File: config.mk
export PLATFORM = sky130hd
export DESIGN_NAME = bdh_ram
export DESIGN_NICKNAME = d
export VERILOG_FILES = /design/src/rtl/bdh_ram.sv
export SDC_FILE = /design/constraint.sdc
export NUM_CORES = 2
export LEC_CHECK = 0
export ABC_AREA = 1
export BUFFER_PORTS_ARGS = -buffer_cell sky130_fd_sc_hd__buf_2
export CAP_MARGIN = 20
export CORE_MARGIN = 2
export CORE_UTILIZATION = 40
export CTS_CLUSTER_DIAMETER = 200
export DETAILED_ROUTE_END_ITERATION = 8
export SYNTH_ARGS = -nofsm -noshare
export SYNTH_HDL_FRONTEND = slang
export SYNTH_SLANG_ARGS = --single-unit
File: constraint.sdc
create_clock -name clk -period 3.4 [get_ports clk]
set_input_delay 0.17 -clock clk [delete_from_list [all_inputs] [get_ports clk]]
set_output_delay 0.17 -clock clk [all_outputs]
set_load 0.005 [all_outputs]
File: src/rtl/bdh_ram.sv
// Generic simple dual-port RAM: one write port, one registered read port.
// A read of the address being written returns the old contents.
// No dependencies.
module bdh_ram #(
    parameter  int WIDTH = 32,
    parameter  int DEPTH = 128,
    localparam int AW    = $clog2(DEPTH)
) (
    input  logic             clk,
    input  logic             we,
    input  logic [AW-1:0]    waddr,
    input  logic [WIDTH-1:0] wdata,
    input  logic [AW-1:0]    raddr,
    output logic [WIDTH-1:0] rdata
);

    logic [WIDTH-1:0] mem [DEPTH];

    // Write and registered read share one clock edge.
    always_ff @(posedge clk)
    begin
        if (we)
        begin
            mem[waddr] <= wdata;
        end
        rdata <= mem[raddr];
    end

endmodule

== Yosys cells after proc, flatten, opt, wreduce, memory -nomap -nowiden ==
Memories as Yosys holds them, arrays and structs flattened. A register that Yosys moved wholly into a read port is not among the register bits.
Index checks and enable logic that the tools add are counted.

* Output and inout port bits: 32
* RAM bits: 4,096
* Input port bits: 48
* Word-level logic and storage cells: 3
* Memories kept: 1
* Register bits: 0

* Multiplexer cells: 2

{| class="wikitable"
|+ Memory list
! memory !! depth !! bits a word !! read ports !! clocked after Yosys merged registers in !! write ports !! RTL line !! text
|-
| mem || 128 || 32 || 1 || 1 || 1 || 17 || <nowiki>logic [WIDTH-1:0] mem [DEPTH];</nowiki>
|}

{| class="wikitable"
|+ Operators by type and width
! operator !! number
|-
| 1-bit two-way mux || 2
|}

== Longest topological paths before layout ==
* Depth in word-level cells: 2
* Gate-level depth with buffers: 13
* Depth with buffers taken out: 9

== Worst setup path after synthesis ==
OpenSTA, ideal clock, no wires.

* Kind: input port to flip-flop
* Start point: input port we
* End point: memory mem[105][0], enable pin
* Stages on the path: 4
* Slack: 832 ps
* Library setup time: 421 ps
* Arrival: 2,147 ps
* Buffers on the path: 2
* Required time: 2,979 ps
* Cell sequence: clkbuf_1 nand2_1 clkbuf_1 nor2_1

* Cells in the longest elaborated chain, start to end: 2

{| class="wikitable"
|+ Ends and longest elaborated chain
! item !! RTL line !! text
|-
| from (decl) || 10 || <nowiki>input logic we,</nowiki>
|-
| 1-bit two-way mux || 22 || <nowiki>if (we)</nowiki>
|-
| 1-bit two-way mux (implied by the code) || 24 || <nowiki>mem[waddr] <= wdata;</nowiki>
|-
| to (decl) || 17 ||
|}

No other way between the ends.

== Worst setup path after layout ==
* Start point: input port waddr[2]
* End point: memory mem[121][7], enable pin

{| class="wikitable"
|+ RTL lines
! item !! RTL line !! text
|-
| from (decl) || 11 || <nowiki>input logic [AW-1:0] waddr,</nowiki>
|}

No word-level cell before the write port.

==> results.ini <==
[synth]
netlist_area_um2 = 165000
synth_fp_nets = 13400
ys_seq_area_share_pct = 75.1
synthCells = 13400
synth_area_per_cell_um2 = 12.3
ys_ff_latch = 4128
yosysWarnings = 0
synthDistinctLibCells = 15

[clocking]
cts_buffer_depth = 4
hold_buffers = 42
cts-root-buf = clkbuf_16
cts_resized = 0
clk_latency_ps = 980
cts.sinks = 4128
cts_made_buffers = 418
path_clk_slew_ps = 60
cts-htree-levels = 5
cts_tree = built
cts_setup_buffers = 0

[critical_path]
cp-start-kind = primary input
arrival_ps = 3480
critPathMaxFanout = 29
worst-setup-path-type = in -> reg
worst_ep_required_time_ps = 4000
path_cells = dlygate4sd3_1, buf_2, nor3_1, dlygate4sd3_1, nand2_2, dlygate4sd3_1, nor2_4, buf_4
cp_common_cell = dlygate4sd3_1
max_stage_delay_ps = 720
worst_setup_path_end_kind = register
crit_slowest_cell = dlygate4sd3_1

[drt]
wl_per_cell_um = 25.2
num_vias = 108000
vias_per_cell = 5.56
firstDrtPassIters = 9
drc = 0
drt_iter0_drc = 13300
ant_nets = 0
wl_um = 489000

[final_layout]
mostFrequentLayoutCells = 4143 x nand2_1, 4096 x edfxtp_1, 4035 x nand3_1, 425 x clkbuf_16, 338 x buf_4
drive_gt1_share_pct = 9.05
finalNonFillerCells = 19400
fin_nets = 13500
area_growth_pct = 14.0
final_common_cell = nand2_1

[floorplan]
dieArea_um2 = 417000
die_h_um = 646
io_pins = 80
fp-row-count = 235
start_util_pct = 40.2
core-area_um2 = 410000
die_w_um = 646

[global_routing]
grt_pass1_wl_um = 705000
overflow = 0
antenna_found_initial = 32
grt_max_degree = 205
grt_pass1_vias = 100000
grt.total_usage_pct = 22.9

[job]
drv_cap = 0

[power]
ir_worst_vdd_uv = 391
total_power_mw = 108
power.density_nw_per_um2 = 575
p_leak_nw = 64.7

[place]
dp.cells = 18500
dp_slack_ps = -307
place.gp.congestion = 0.845
port_buffers = 79
detailedPlacementHpwl_um = 269000

[sta]
hold_viol = 0
setup_tns_ps = 0
fmax_mhz = 347
setup_viol = 0
rsz0062_at_grt = false
clock_skew_ps = 58.1
relSlewSlack_pct = 27.9
worst_pin_slew_ps = 1080
fin_crit_sh_pct = 84.8
setup_slack_ps = 516
drv_slew = 0
min_period_ps = 2880

[hold_path]
worstHoldPathType = in -> reg

[outcome]
status = completed

==> report_power, final <==
group / internal [mW] / switching [mW]
clock network: 25.5 / 19.3
registers: 56.2 / 0.205
logic: 1.74 / 5.05
total: 83.4 / 24.6
==> cell usage after synthesis <==
cell type	number	area (um2)
nand2_1	4151	15600
edfxtp_1	4096	123000
nand3_1	4035	20200
buf_2	602	3010
nor2_1	134	503
clkbuf_1	109	409
buf_1	100	375
buf_4	86	646
dfxtp_1	32	641
inv_1	20	75.1
buf_6	11	124
nor3_1	8	40.0
inv_2	2	7.51
inv_4	2	12.5
buf_8	1	15.0
==> cell type report <==
cell class,instances,area (um2)
well taps,5451,6820
fillers,36300,222000
clock inverters,225,1990
flip-flops and latches,4128,124000
inverters,24,143
diodes,67,168
multi-input cells,8328,37300
repair buffers,588,6490
clock buffers,551,11200
==> critical path, delay by kind of cell <==
family                 cells  cell delay (ps)
buffers and inverters      5             2640
AND/OR/NAND/NOR            3              610
==> layer usage <==
metal  vias up  part of all wire (%)  GRT usage [%]
li1      48300                     -              -
met1     53700                    41           32.4
met2      4953                    46           36.0
met3       748                   9.0           3.60
met4         6                   3.6           7.79
met5         -                0.0072              0
==> registers in the layout (all words and copies together) (netlist names) <==
register and flops:
mem 4096, rdata 32
==> metrics by stage <==
| stage | hold slack [ps] | utilization [%] | cell area [um2] |
|---|---|---|---|
| after global placement | 577 | 42.4 | 174000 |
| after floorplan | 269 | - | 165000 |
| after CTS | 1.33 | 45.8 | 188000 |
| after detailed placement | 577 | 42.4 | 174000 |
| final | 62.7 | 45.8 | 188000 |
| after global routing | 45.3 | 45.8 | 188000 |
==> final timing paths <==
check / startpoint / to / slack [ps] / depth (start not counted)
hold reg to reg: mem[10][1] / rdata[1] / 870 / 8
hold / removal: we / mem[117][3] / 60 / 3
setup / recovery: waddr[2] / mem[121][7] / 520 / 8
setup reg to reg: mem[111][4] / rdata[4] / 1030 / 9
==> cells by family after synthesis <==
| logic type | Yosys count | synth area share [%] |
|---|---|---|
| buffers and inverters | 933 | 2.84 |
| flip-flops | 4128 | 75.1 |
| AND/OR/NAND/NOR | 8328 | 22.1 |
Power figures use the tool's default switching activity.
